**config.mk**
```make
export PLATFORM = sky130hd
export DESIGN_NAME = ber_tlv_stream_parser_top
export DESIGN_NICKNAME = d
export VERILOG_FILES = /design/src/rtl/core/btlv_pkg.sv /design/src/rtl/core/btlv_step.sv /design/src/rtl/core/ber_tlv_stream_parser_top.sv
export VERILOG_INCLUDE_DIRS = /design/src /design/src/rtl/core
export SDC_FILE = /design/constraint.sdc
export NUM_CORES = 1
export LEC_CHECK = 0
export BUFFER_PORTS_ARGS = -buffer_cell sky130_fd_sc_hd__buf_2
export CORE_MARGIN = 1.5
export CORE_UTILIZATION = 45
export CTS_CLUSTER_SIZE = 20
export DETAILED_ROUTE_END_ITERATION = 10
export GPL_ROUTABILITY_DRIVEN = 1
export PLACE_DENSITY_LB_ADDON = 0.3
export SLEW_MARGIN = 30
export SYNTH_ARGS = -nofsm -noshare
export SYNTH_HDL_FRONTEND = slang
export SYNTH_SLANG_ARGS = --single-unit
```
**constraint.sdc**
```tcl
create_clock -name clk -period 4 [get_ports clk]
set_input_delay 0.2 -clock clk [delete_from_list [all_inputs] [get_ports clk]]
set_output_delay 0.2 -clock clk [all_outputs]
set_load 0.01 [all_outputs]
```
**src/rtl/core/ber_tlv_stream_parser_top_assert.svh**
```systemverilog
// Assertion macros for the BER-TLV stream parser, empty when SYNTH is defined.
`ifndef BER_TLV_STREAM_PARSER_TOP_ASSERT_SVH
`define BER_TLV_STREAM_PARSER_TOP_ASSERT_SVH
`ifndef SYNTH
// Property that must hold at every clock edge outside reset.
`define BTLV_ASSERT(label, prop) \
	label: assert property (@(posedge clk) disable iff (!arst_n) (prop)) \
		else $error("btlv: check failed");
// Condition in one cycle implies a consequence in the next cycle.
`define BTLV_ASSERT_NEXT(label, cond, conseq) \
	label: assert property (@(posedge clk) disable iff (!arst_n) (cond) |=> (conseq)) \
		else $error("btlv: sequence check failed");
`else
`define BTLV_ASSERT(label, prop)
`define BTLV_ASSERT_NEXT(label, cond, conseq)
`endif
`endif

```
**src/rtl/core/btlv_pkg.sv**
```systemverilog
// Shared types and constants of the BER-TLV stream parser.
package btlv_pkg;

	localparam int DEF_MAX_TAG_BYTES    = 4;
	localparam int DEF_MAX_LENGTH_BYTES = 4;

	localparam logic [7:0] TAG_MORE_MASK  = 8'h1F;
	localparam logic [7:0] CONS_BIT       = 8'h20;
	localparam logic [7:0] LONG_BIT       = 8'h80;
	localparam logic [7:0] LEN_COUNT_MASK = 8'h7F;

	// Parser phase, one-hot
	typedef enum logic [4:0] {
		PH_TAG_FIRST = 5'b00001,
		PH_TAG_NEXT  = 5'b00010,
		PH_LEN_FIRST = 5'b00100,
		PH_LEN_LONG  = 5'b01000,
		PH_VALUE     = 5'b10000
	} btlv_phase_t;

	typedef enum logic [1:0] {
		ROLE_TAG      = 2'd0,
		ROLE_LEN      = 2'd1,
		ROLE_LEN_LONG = 2'd2,
		ROLE_VALUE    = 2'd3
	} btlv_role_t;

	typedef enum logic [1:0] {
		ERR_NONE        = 2'd0,
		ERR_SHORT_VALUE = 2'd1,
		ERR_TRUNCATED   = 2'd2,
		ERR_BAD_COUNT   = 2'd3
	} btlv_err_t;

	// Per-item status from the step logic to the top level
	typedef struct packed {
		btlv_role_t role;
		logic       tag_done;
		logic       constructed;
		logic       len_done;
		logic       vlast;
		btlv_err_t  err;
		logic       restart;
	} btlv_flags_t;

endpackage

```
**src/rtl/core/btlv_step.sv**
```systemverilog
// Combinational next-state and classification logic for one stream byte.
module btlv_step #(
	parameter int MAX_TAG_BYTES    = btlv_pkg::DEF_MAX_TAG_BYTES,
	parameter int MAX_LENGTH_BYTES = btlv_pkg::DEF_MAX_LENGTH_BYTES,
	parameter int TW  = 8 * MAX_TAG_BYTES,
	parameter int LW  = 8 * MAX_LENGTH_BYTES,
	parameter int TCW = $clog2(MAX_TAG_BYTES + 1),
	parameter int LCW = $clog2(MAX_LENGTH_BYTES + 1)
) (
	input  btlv_pkg::btlv_phase_t phase_q,
	input  logic [TW-1:0]         tag_acc_q,
	input  logic [TCW-1:0]        tag_cnt_q,
	input  logic                  cons_q,
	input  logic [LCW-1:0]        len_left_q,
	input  logic [LW-1:0]         len_acc_q,
	input  logic [LW-1:0]         val_rem_q,
	input  logic [7:0]            data_byte,
	input  logic                  end_of_stream,
	output btlv_pkg::btlv_phase_t phase_u,
	output logic [TW-1:0]         tag_acc_u,
	output logic [TCW-1:0]        tag_cnt_u,
	output logic                  cons_u,
	output logic [LCW-1:0]        len_left_u,
	output logic [LW-1:0]         len_acc_u,
	output logic [LW-1:0]         val_rem_u,
	output btlv_pkg::btlv_flags_t flags
);
	import btlv_pkg::*;

	// Decode one byte against the current phase
	always_comb begin
		logic [6:0]    n;
		logic [LW-1:0] rem_dec;
		n       = data_byte[6:0] & LEN_COUNT_MASK[6:0];
		rem_dec = val_rem_q;
		phase_u    = phase_q;
		tag_acc_u  = tag_acc_q;
		tag_cnt_u  = tag_cnt_q;
		cons_u     = cons_q;
		len_left_u = len_left_q;
		len_acc_u  = len_acc_q;
		val_rem_u  = val_rem_q;
		flags      = '0;
		flags.role = ROLE_TAG;
		flags.err  = ERR_NONE;
		case (phase_q)
			PH_TAG_FIRST: begin
				len_acc_u  = '0;
				len_left_u = '0;
				val_rem_u  = '0;
				tag_acc_u  = TW'(data_byte);
				tag_cnt_u  = TCW'(1);
				cons_u     = (data_byte & CONS_BIT) != 8'h00;
				if ((data_byte & TAG_MORE_MASK) != TAG_MORE_MASK) begin
					flags.tag_done = 1'b1;
					phase_u        = PH_LEN_FIRST;
				end else if (MAX_TAG_BYTES <= 1) begin
					flags.err = ERR_TRUNCATED;
				end else begin
					phase_u = PH_TAG_NEXT;
				end
			end
			PH_TAG_NEXT: begin
				tag_acc_u = (tag_acc_q << 8) | TW'(data_byte);
				tag_cnt_u = tag_cnt_q + TCW'(1);
				if ((data_byte & LONG_BIT) == 8'h00) begin
					flags.tag_done = 1'b1;
					phase_u        = PH_LEN_FIRST;
				end else if (tag_cnt_u >= TCW'(MAX_TAG_BYTES)) begin
					flags.err = ERR_TRUNCATED;
				end
			end
			PH_LEN_FIRST: begin
				flags.role = ROLE_LEN;
				if ((data_byte & LONG_BIT) == 8'h00) begin
					len_acc_u      = LW'(data_byte);
					flags.len_done = 1'b1;
				end else begin
					len_acc_u = '0;
					if (n == 7'd0 || n > 7'(MAX_LENGTH_BYTES)) begin
						flags.err = ERR_BAD_COUNT;
					end else begin
						len_left_u = n[LCW-1:0];
						phase_u    = PH_LEN_LONG;
					end
				end
			end
			PH_LEN_LONG: begin
				flags.role = ROLE_LEN_LONG;
				len_acc_u  = (len_acc_q << 8) | LW'(data_byte);
				len_left_u = len_left_q - LCW'(1);
				if (len_left_u == '0) begin
					flags.len_done = 1'b1;
				end
			end
			PH_VALUE: begin
				flags.role = ROLE_VALUE;
				if (val_rem_q != '0) begin
					rem_dec = val_rem_q - LW'(1);
				end
				val_rem_u = rem_dec;
				if (rem_dec == '0) begin
					flags.vlast = 1'b1;
					phase_u     = PH_TAG_FIRST;
				end
			end
			default: begin
				phase_u = PH_TAG_FIRST;
			end
		endcase

		// Length complete: go to value bytes or back to a tag
		if (flags.len_done) begin
			if (cons_q || len_acc_u == '0) begin
				phase_u = PH_TAG_FIRST;
			end else begin
				val_rem_u = len_acc_u;
				phase_u   = PH_VALUE;
			end
		end

		// End of stream inside a record
		if (flags.err == ERR_NONE && end_of_stream) begin
			if (phase_u == PH_VALUE) begin
				flags.err = ERR_SHORT_VALUE;
			end else if (phase_u != PH_TAG_FIRST) begin
				flags.err = ERR_TRUNCATED;
			end
		end

		flags.constructed = cons_u;
		flags.restart     = (flags.err != ERR_NONE) || end_of_stream;
	end

endmodule

```
**src/rtl/core/ber_tlv_stream_parser_top.sv**
```systemverilog
// Top level of the BER-TLV stream parser: input stage, parse state and result register.
//
// Channel  Dir  tdata                 tuser       tlast
// s_       in   data_byte             -           end_of_stream
// m_       out  tag/length fields     byte_role   value_last
//
// One byte per cycle sustained unless the result side stalls; each item passes through the
// input register, then the result register. The parse state updates in the cycle an
// item moves from the input register to the result register.
// Reset clears the input and result valid flags and returns parsing to a tag.
// A stalled result holds its register; the input register still takes one item.
`include "ber_tlv_stream_parser_top_assert.svh"
module ber_tlv_stream_parser_top #(
	parameter int MAX_TAG_BYTES    = btlv_pkg::DEF_MAX_TAG_BYTES,
	parameter int MAX_LENGTH_BYTES = btlv_pkg::DEF_MAX_LENGTH_BYTES
) (
	input  logic        clk,
	input  logic        arst_n,
	input  logic        s_tvalid,
	output logic        s_tready,
	input  logic [7:0]  s_tdata,   // [7:0] data_byte
	input  logic        s_tlast,
	output logic        m_tvalid,
	input  logic        m_tready,
	// [31:0] tag_value, [32] tag_done, [33] is_constructed, [65:34] length_value,
	// [66] length_done, [68:67] error_code, [71:69] zero
	output logic [71:0] m_tdata,
	output logic [1:0]  m_tuser,   // [1:0] byte_role
	output logic        m_tlast
);
	import btlv_pkg::*;

	localparam int TW  = 8 * MAX_TAG_BYTES;
	localparam int LW  = 8 * MAX_LENGTH_BYTES;
	localparam int TCW = $clog2(MAX_TAG_BYTES + 1);
	localparam int LCW = $clog2(MAX_LENGTH_BYTES + 1);

	logic        valid_s1;
	logic [7:0]  byte_s1;
	logic        eos_s1;
	logic        out_valid_q;
	logic        adv;

	btlv_phase_t    phase_q, phase_u;
	logic [TW-1:0]  tag_acc_q, tag_acc_u;
	logic [TCW-1:0] tag_cnt_q, tag_cnt_u;
	logic           cons_q, cons_u;
	logic [LCW-1:0] len_left_q, len_left_u;
	logic [LW-1:0]  len_acc_q, len_acc_u;
	logic [LW-1:0]  val_rem_q, val_rem_u;
	btlv_flags_t    flags;

	// Move an item to the result side when the result register is free
	assign adv      = valid_s1 && (!out_valid_q || m_tready);
	assign s_tready = !valid_s1 || adv;
	assign m_tvalid = out_valid_q;

	// Input register
	always_ff @(posedge clk or negedge arst_n) begin
		if (!arst_n) begin
			valid_s1 <= 1'b0;
		end else if (s_tready) begin
			valid_s1 <= s_tvalid;
		end
	end

	always_ff @(posedge clk) begin
		if (s_tready && s_tvalid) begin
			byte_s1 <= s_tdata;
			eos_s1  <= s_tlast;
		end
	end

	btlv_step #(
		.MAX_TAG_BYTES    (MAX_TAG_BYTES),
		.MAX_LENGTH_BYTES (MAX_LENGTH_BYTES),
		.TW               (TW),
		.LW               (LW),
		.TCW              (TCW),
		.LCW              (LCW)
	) u_step (
		.phase_q       (phase_q),
		.tag_acc_q     (tag_acc_q),
		.tag_cnt_q     (tag_cnt_q),
		.cons_q        (cons_q),
		.len_left_q    (len_left_q),
		.len_acc_q     (len_acc_q),
		.val_rem_q     (val_rem_q),
		.data_byte     (byte_s1),
		.end_of_stream (eos_s1),
		.phase_u       (phase_u),
		.tag_acc_u     (tag_acc_u),
		.tag_cnt_u     (tag_cnt_u),
		.cons_u        (cons_u),
		.len_left_u    (len_left_u),
		.len_acc_u     (len_acc_u),
		.val_rem_u     (val_rem_u),
		.flags         (flags)
	);

	// Parse state: advance per item, drop back to a tag on error or end of stream
	always_ff @(posedge clk or negedge arst_n) begin
		if (!arst_n) begin
			phase_q    <= PH_TAG_FIRST;
			tag_acc_q  <= '0;
			tag_cnt_q  <= '0;
			cons_q     <= 1'b0;
			len_left_q <= '0;
			len_acc_q  <= '0;
			val_rem_q  <= '0;
		end else if (adv) begin
			if (flags.restart) begin
				phase_q    <= PH_TAG_FIRST;
				tag_acc_q  <= '0;
				tag_cnt_q  <= '0;
				cons_q     <= 1'b0;
				len_left_q <= '0;
				len_acc_q  <= '0;
				val_rem_q  <= '0;
			end else begin
				phase_q    <= phase_u;
				tag_acc_q  <= tag_acc_u;
				tag_cnt_q  <= tag_cnt_u;
				cons_q     <= cons_u;
				len_left_q <= len_left_u;
				len_acc_q  <= len_acc_u;
				val_rem_q  <= val_rem_u;
			end
		end
	end

	// Result valid
	always_ff @(posedge clk or negedge arst_n) begin
		if (!arst_n) begin
			out_valid_q <= 1'b0;
		end else if (adv) begin
			out_valid_q <= 1'b1;
		end else if (m_tready) begin
			out_valid_q <= 1'b0;
		end
	end

	// Result payload, values before any restart clearing
	always_ff @(posedge clk) begin
		if (adv) begin
			m_tdata[31:0]  <= 32'(tag_acc_u);
			m_tdata[32]    <= flags.tag_done;
			m_tdata[33]    <= flags.constructed;
			m_tdata[65:34] <= 32'(len_acc_u);
			m_tdata[66]    <= flags.len_done;
			m_tdata[68:67] <= flags.err;
			m_tdata[71:69] <= 3'b000;
			m_tuser        <= flags.role;
			m_tlast        <= flags.vlast;
		end
	end

	`BTLV_ASSERT_NEXT(a_err_restart, adv && flags.err != ERR_NONE, phase_q == PH_TAG_FIRST && tag_cnt_q == '0)
	`BTLV_ASSERT(a_value_owed, phase_q != PH_VALUE || val_rem_q != '0)
	`BTLV_ASSERT(a_long_count, phase_q != PH_LEN_LONG || (len_left_q != '0 && len_left_q <= LCW'(MAX_LENGTH_BYTES)))
	`BTLV_ASSERT(a_stall_blocks, !(valid_s1 && out_valid_q && !m_tready) || !s_tready)
	`BTLV_ASSERT(a_last_is_value, !(m_tvalid && m_tlast) || m_tuser == ROLE_VALUE)

endmodule
```
; ---- Word-level counts from Yosys, hierarchy flattened
; Index checks and enable logic that the tools add are counted.
[word_totals]
input_bits = 13
output_inout_bits = 77
ff_bits = 191
[op_classes]
order_cmp = 2
reduce_logical = 23
bitwise_logic = 2
n_mux = 45
n_eq_ne = 10
addsub = 3
[op_table]
columns = cell, count
row1 = 32-bit 2-to-1 mux, 7
row2 = 32-bit case mux with 2 select lines, 2
row3 = 32-bit case mux with 3 select lines, 1
row4 = 32-bit logical NOT, 2
row5 = 32-bit by 8-bit OR with 32-bit output, 2
row6 = 5-bit 2-to-1 mux, 7
row7 = 32-bit nonzero test, 1
row8 = "32-bit by 1-bit subtractor with 32-bit output, second input constant", 1
row9 = 5-bit case mux with 5 select lines, 1
row10 = 3-bit 2-to-1 mux, 5
row11 = 2-bit 2-to-1 mux, 7
row12 = "5-bit equality test, second input constant", 2
row13 = 3-bit case mux with 3 select lines, 1
row14 = 8-bit logical NOT, 1
row15 = 1-bit 2-to-1 mux, 8
row16 = 8-bit 2-to-1 mux, 1
row17 = "7-bit by 3-bit > comparator with 1-bit output, second input constant", 1
row18 = 7-bit logical NOT, 1
row19 = "3-bit != test, second input constant", 2
row20 = 2-bit case mux with 3 select lines, 1
row21 = 3-bit case mux with 2 select lines, 1
row22 = "5-bit by 1-bit equality test with 1-bit output, second input constant", 1
row23 = "5-bit by 2-bit equality test with 1-bit output, second input constant", 1
row24 = "5-bit by 3-bit equality test with 1-bit output, second input constant", 1
row25 = 18 further kinds, 27

; ---- Depth between registers and ports, before layout
[logic_depth]
word_depth = 15
ltp_mapped = 13
ltp_nobuf = 10

; ---- Modules after synthesis
; Synthesis repeated with hierarchy kept, for this count alone.
[hier_totals]
hier_cells = 942
hier_area_um2 = 10400.0
[modules_own_cells]
columns = module, n_inst, seq_area_each_um2, cells_each, area_per_inst_um2
row1 = ber_tlv_stream_parser_top, 1, 5186.2, 442, 7325.8
row2 = btlv_step, 1, 0.0, 500, 3074.2

; ---- Worst setup path before layout
; Ideal clock, no wire load.
[synth_path]
path_kind = register to register
startpoint = reg out_valid_q (netlist: m_tvalid)
endpoint = reg val_rem_q[1]
synth_period_minus_slack_ps = 3700
n_path_buf = 2
t_arrival_ps = 3435
stages_incl_launch_ff = 7
setup_slack_ps = 300
cell_sequence = dfrtp_1 -> nand2b_1 -> nand2_1 -> inv_1 -> clkbuf_1 -> buf_1 -> o32ai_1
[synth_via]
elab_chain_len = 3
[synth_rtl]
columns = item, line
row1 = start: declaration, ber_tlv_stream_parser_top.sv:41  ; logic out_valid_q;
row2 = start signal: assignment, ber_tlv_stream_parser_top.sv:135  ; out_valid_q <= 1'b0;
row3 = start signal: assignment, ber_tlv_stream_parser_top.sv:137  ; out_valid_q <= 1'b1;
row4 = start signal: assignment, ber_tlv_stream_parser_top.sv:139  ; out_valid_q <= 1'b0;
row5 = 1-bit logical NOT, ber_tlv_stream_parser_top.sv:54  ; assign adv = valid_s1 && (!out_valid_q || m_tready);
row6 = 1-bit logical OR, ber_tlv_stream_parser_top.sv:54
row7 = 1-bit logical AND, ber_tlv_stream_parser_top.sv:54
row8 = net adv, ber_tlv_stream_parser_top.sv:42  ; logic adv;
row9 = end signal: assignment, ber_tlv_stream_parser_top.sv:127  ; val_rem_q <= val_rem_u;
row10 = end: declaration, ber_tlv_stream_parser_top.sv:50  ; logic [LW-1:0] val_rem_q, val_rem_u;
; The timed path passes the listed nets, and every way through them passes these cells.
; A chain may end at the register's enable or synchronous reset.

; ---- Worst setup path in the final report
[layout_path]
startpoint = reg val_rem_q[0]
endpoint = reg phase_q[4]
[layout_via]
elab_chain_len = 14
word_cells_on_any_way = 16
cone_classes = add/sub (1) / eq/ne (2) / mux (9) / reduce/logical (4)
[layout_rtl]
columns = item, line
row1 = 32-bit by 1-bit subtractor with 32-bit output / 32-bit nonzero test (equally long branches), "btlv_step.sv:99, btlv_step.sv:98"
row2 = 32-bit 2-to-1 mux (*), btlv_step.sv:98  ; if (val_rem_q != '0) begin
row3 = 32-bit 2-to-1 mux (*), btlv_step.sv:46  ; case (phase_q)
row4 = 32-bit logical NOT (*), btlv_step.sv:102  ; if (rem_dec == '0) begin
row5 = 5-bit 2-to-1 mux (*), btlv_step.sv:102
row6 = 5-bit case mux with 5 select lines (*), btlv_step.sv:46
row7 = 5-bit 2-to-1 mux (*), btlv_step.sv:113  ; if (flags.len_done) begin
row8 = 5-bit by 1-bit != test with 1-bit output, btlv_step.sv:126  ; end else if (phase_u != PH_TAG_FIRST) begin
row9 = 2-bit 2-to-1 mux, btlv_step.sv:126
row10 = 2-bit 2-to-1 mux, btlv_step.sv:124  ; if (phase_u == PH_VALUE) begin
row11 = 2-bit 2-to-1 mux, btlv_step.sv:123  ; if (flags.err == ERR_NONE && end_of_stream) begin
row12 = 2-bit nonzero test, btlv_step.sv:132  ; flags.restart = (flags.err != ERR_NONE) || end_of_stream;
row13 = 1-bit logical OR, btlv_step.sv:132
row14 = 5-bit 2-to-1 mux (*), ber_tlv_stream_parser_top.sv:112  ; if (flags.restart) begin
row15 = end signal: assignment, ber_tlv_stream_parser_top.sv:121  ; phase_q <= phase_u;
row16 = end: declaration, ber_tlv_stream_parser_top.sv:44  ; btlv_phase_t phase_q, phase_u;
; Every way passes the cells marked *; elsewhere a longest branch is shown, timed or not. The select of a mux whose other input is x is not followed.

==> impl_metrics.prom <==
# TYPE chip_impl_metric gauge
chip_impl_info{name="run_status",value="completed"} 1
chip_impl_metric{name="antenna_violations_before_repair",unit=""} 0
chip_impl_metric{name="setup-tns-final",unit="ns"} 0
chip_impl_metric{name="clkLatencyLatePin",unit="ns"} 0.44
chip_impl_metric{name="worst_setup_hold_path_clk_slew",unit="ns"} 0.07
chip_impl_metric{name="r2r_slack",unit="ns"} 0.29
chip_impl_metric{name="post_synth.cell_area_avg",unit="um2"} 9.80
chip_impl_metric{name="report.power.total",unit="mW"} 5.12
chip_impl_metric{name="synth_seq_cells",unit=""} 191
chip_impl_metric{name="antenna-diode-count",unit=""} 0
chip_impl_info{name="ctsRootBufferMaster",value="sky130_fd_sc_hd__clkbuf_16"} 1
chip_impl_metric{name="grt_start_max_net_pins",unit=""} 91
chip_impl_metric{name="postCtsHoldBufs",unit=""} 11
chip_impl_metric{name="hpwl",unit="mm"} 18.5
chip_impl_metric{name="worstPathArrival",unit="ns"} 4.01
chip_impl_metric{name="grt_first_pass_wirelength",unit="mm"} 43.4
chip_impl_info{name="critical_path.endpoint",value="phase_q[4]$_DFFE_PN0P_"} 1
chip_impl_metric{name="setup_slack",unit="ns"} 0.294
chip_impl_metric{name="report.final.slew_viol_count",unit=""} 0
chip_impl_metric{name="routed_wire_length_per_instance",unit="um"} 20.4
chip_impl_info{name="worst-setup-path-type",value="reg2reg"} 1
chip_impl_metric{name="port_buffers",unit=""} 86
chip_impl_metric{name="drtPass1Iterations",unit=""} 5
chip_impl_metric{name="skew",unit="ns"} 0.0103
chip_impl_metric{name="post-route-cell-area",unit="um2"} 11400
chip_impl_metric{name="place_area",unit="um2"} 10600
chip_impl_metric{name="grt_remaining_overflow",unit=""} 0
chip_impl_info{name="netlist_top_cells_count",value="sky130_fd_sc_hd__nand2_1, sky130_fd_sc_hd__dfrtp_1, sky130_fd_sc_hd__o21ai_0"} 1
chip_impl_metric{name="die_span_y",unit="um"} 152
chip_impl_info{name="critical_path_cell_list",value="inv_1, ha_1, inv_1, or4_1, or3_1, a2111o_1, nand3_1, o2111ai_1, a2111oi_0, nor3_1"} 1
chip_impl_metric{name="seq_area_frac_synth",unit=""} 0.521
chip_impl_metric{name="placeableCoreArea",unit="um2"} 21800
chip_impl_info{name="tritoncts",value="done"} 1
chip_impl_metric{name="finalWorstPathRequiredPeriod",unit="ns"} 3.71
chip_impl_metric{name="io_pins",unit=""} 90
chip_impl_metric{name="total_die_area",unit="um2"} 23000
chip_impl_metric{name="num_vias",unit=""} 8390
chip_impl_metric{name="final_nets",unit=""} 1092
chip_impl_metric{name="synth_enable_flop_cells",unit=""} 81
chip_impl_info{name="crit_path_top_delay_cell",value="sky130_fd_sc_hd__or4_1"} 1
chip_impl_metric{name="worst_slew_pin_slew",unit="ns"} 0.876
chip_impl_metric{name="fmax",unit="MHz"} 270
chip_impl_metric{name="drt_first_iter_violations",unit=""} 939
chip_impl_info{name="worst_path_most_repeated_cell",value="sky130_fd_sc_hd__inv_1"} 1
chip_impl_metric{name="vdd_drop_max",unit="mV"} 0.282
chip_impl_info{name="synthMostInstantiatedCell",value="sky130_fd_sc_hd__nand2_1"} 1
chip_impl_metric{name="netlist_instances",unit=""} 1016
chip_impl_metric{name="leakagePower",unit="nW"} 5.27
chip_impl_metric{name="filler_cell_count",unit=""} 1937
chip_impl_metric{name="final_hold_viol_count",unit=""} 0
chip_impl_metric{name="cts_repair_resize_count",unit=""} 0
chip_impl_metric{name="die_width",unit="um"} 152
chip_impl_metric{name="ctsLongestPathBuffers",unit=""} 2
chip_impl_metric{name="grt_util_all_layers",unit=""} 0.248
chip_impl_metric{name="dp_worst_setup_slack",unit="ns"} 0.360
chip_impl_info{name="kind_of_launch_point_of_the_worst_setup_path",value="register"} 1
chip_impl_metric{name="avgViaCountPerCell",unit=""} 6.13
chip_impl_metric{name="drive_gt1_frac",unit=""} 0.164
chip_impl_metric{name="cts_buffers",unit=""} 17
chip_impl_metric{name="maxCapViolCount",unit=""} 0
chip_impl_metric{name="finalSetupViolCount",unit=""} 0
chip_impl_metric{name="first_global_vias",unit=""} 7659
chip_impl_metric{name="wl",unit="mm"} 27.9
chip_impl_info{name="setup_repair_after_global_routing_missed_its_margin",value="no"} 1
chip_impl_metric{name="cp.required",unit="ns"} 4.31
chip_impl_info{name="synth_area_leaders",value="sky130_fd_sc_hd__dfrtp_1, sky130_fd_sc_hd__edfxtp_1, sky130_fd_sc_hd__nand2_1, sky130_fd_sc_hd__o21ai_0, sky130_fd_sc_hd__o31ai_1"} 1
chip_impl_metric{name="max_fanout_on_critical_path",unit=""} 14
chip_impl_metric{name="powerDensity",unit="nW/um2"} 450
chip_impl_metric{name="async_flop_share",unit=""} 0.576
chip_impl_metric{name="timing.slew.headroom",unit=""} 0.416
chip_impl_info{name="r2r_start",value="val_rem_q[0]$_DFFE_PN0P_"} 1
chip_impl_metric{name="number_of_sinks_handled_by_clock_tree_synthesis",unit=""} 191
chip_impl_metric{name="area_occupied_by_multi_input_gates",unit="um2"} 4240
chip_impl_metric{name="postCtsSetupBuffers",unit=""} 0
chip_impl_info{name="ys.flop_type",value="sky130_fd_sc_hd__dfrtp_1"} 1
chip_impl_metric{name="timing.critical_path.slowest_cell_delay",unit="ns"} 0.56
chip_impl_metric{name="gp_congestion",unit=""} 0.921
chip_impl_info{name="hold_path.class",value="in2reg"} 1
chip_impl_metric{name="synthDistinctLibCells",unit=""} 71
chip_impl_info{name="cp-startpoint",value="val_rem_q[0]$_DFFE_PN0P_"} 1
chip_impl_metric{name="synth.yosys.warnings",unit=""} 0
chip_impl_metric{name="post-synth-top-area-fraction",unit=""} 0.274
chip_impl_metric{name="layout_worst_path_cycle_share",unit=""} 0.927
chip_impl_metric{name="post_synth_instance_area",unit="um2"} 9960
chip_impl_metric{name="final-seq-area",unit="um2"} 5190
chip_impl_metric{name="final_util",unit=""} 0.523
chip_impl_info{name="yosysTopAreaCell",value="sky130_fd_sc_hd__dfrtp_1"} 1
chip_impl_metric{name="drc_errors",unit=""} 0
chip_impl_info{name="worst_r2r_endpoint",value="phase_q[4]$_DFFE_PN0P_"} 1
chip_impl_metric{name="count_of_nets_left_with_antenna_violations_after_detail_routing",unit=""} 0
chip_impl_metric{name="placement_rows",unit=""} 54
chip_impl_info{name="critPathCaptureType",value="register"} 1
chip_impl_metric{name="initial_core_util",unit=""} 0.458
chip_impl_metric{name="worst_r2r_path_depth",unit=""} 10
chip_impl_metric{name="syn2layout_area_growth",unit="%"} 14.3
chip_impl_metric{name="cts_htree_levels",unit=""} 4
[cells in the final DEF, fill, tap and decap left out, types with 15 or more instances in the layout]
cell                        count
sky130_fd_sc_hd__a21oi_1       53
sky130_fd_sc_hd__a22o_1        31
sky130_fd_sc_hd__and3_1        30
sky130_fd_sc_hd__buf_2         85
sky130_fd_sc_hd__buf_4         31
sky130_fd_sc_hd__clkbuf_16     17
sky130_fd_sc_hd__dfrtp_1      109
sky130_fd_sc_hd__edfxtp_1      81
sky130_fd_sc_hd__inv_1         44
sky130_fd_sc_hd__nand2_1      130
sky130_fd_sc_hd__nand3_1       27
sky130_fd_sc_hd__nor2_1        40
sky130_fd_sc_hd__nor3_1        15
sky130_fd_sc_hd__nor4_1        18
sky130_fd_sc_hd__o21ai_0       93
sky130_fd_sc_hd__o31ai_1       39
[cell families after synthesis]
| group | count (synthesis) | synth area share |
|---|---|---|
| XOR/XNOR | 11 | 0.0104 |
| flip-flops | 191 | 0.521 |
| buffers and inverters | 136 | 0.0563 |
| multiplexers | 22 | 0.0234 |
| AO/OA/AOI/OAI | 316 | 0.212 |
| AND/OR/NAND/NOR | 335 | 0.171 |
| adder cells (fa/ha/maj) | 4 | 0.00502 |
| other | 1 | 0.000376 |
[flip-flops by register name, summed over array words and instances (netlist names), 2 cells and up]
signal	count
m_tuser	2
val_rem_q	32
tag_cnt_q	3
phase_q	5
tag_acc_q	32
byte_s1	8
m_tdata	69
len_acc_q	32
len_left_q	3
[power by group]
part           leakage, nW  internal, mW  switching (mW)
registers             2.32          2.20          0.0891
clock network        0.317          1.08           0.785
logic                 2.63         0.311           0.661
total                 5.27          3.59            1.54
[worst max-delay path, delay by kind of cell, from the launching register on]
kind | cells | cell delay [ns]
fa+ha+maj | 1 | 0.34
simple gates | 4 | 1.36
compound gates | 3 | 1.15
flops | 1 | 0.46
buf+inv | 2 | 0.25
[through the flow]
| stage | hold slack (ns) | std cells |
|---|---|---|
| 2_1_floorplan | -0.0956 | 1018 |
| 3_3_place_gp | 0.360 | 1324 |
| 3_5_place_dp | 0.364 | 1324 |
| 4_1_cts | 0.0464 | 1367 |
| 5_1_grt | 0.111 | 1368 |
| 6_report | 0.0981 | 1368 |
[how the worst min path moves through the flow]
| stage | start | endpoint | slack (ns) | depth (start not counted) |
|---|---|---|---|---|
| after floorplan | arst_n | cons_q$_DFFE_PN0P_ | -0.1 | 0 |
| after global placement | arst_n | val_rem_q[30]$_DFFE_PN0P_ | 0.36 | 1 |
| after detailed placement | arst_n | val_rem_q[30]$_DFFE_PN0P_ | 0.36 | 1 |
| after CTS | m_tready | valid_s1$_DFFE_PN0N_ | 0.05 | 3 |
| after global routing | m_tready | m_tvalid$_DFFE_PN0P_ | 0.11 | 3 |
| final | m_tready | valid_s1$_DFFE_PN0N_ | 0.1 | 3 |
[metal layers]
layer / up-vias / routed length, um / GRT usage
li1: 3876 / - / -
met1: 4138 / 12900 / 0.379
met2: 345 / 12700 / 0.363
met3: 31 / 1860 / 0.0395
met4: 0 / 384 / 0.0688
met5: - / 0 / 0
[cell type report]
type / count / share of cell area
Tap cell: 280 / 0.0308
Clock buffer: 19 / 0.0389
Multi-Input combinational cell: 691 / 0.372
Clock inverter: 13 / 0.0177
Sequential cell: 191 / 0.455
Timing Repair Buffer: 128 / 0.0699
Inverter: 46 / 0.0154
No activity file was read; power rests on OpenSTA's default activity.
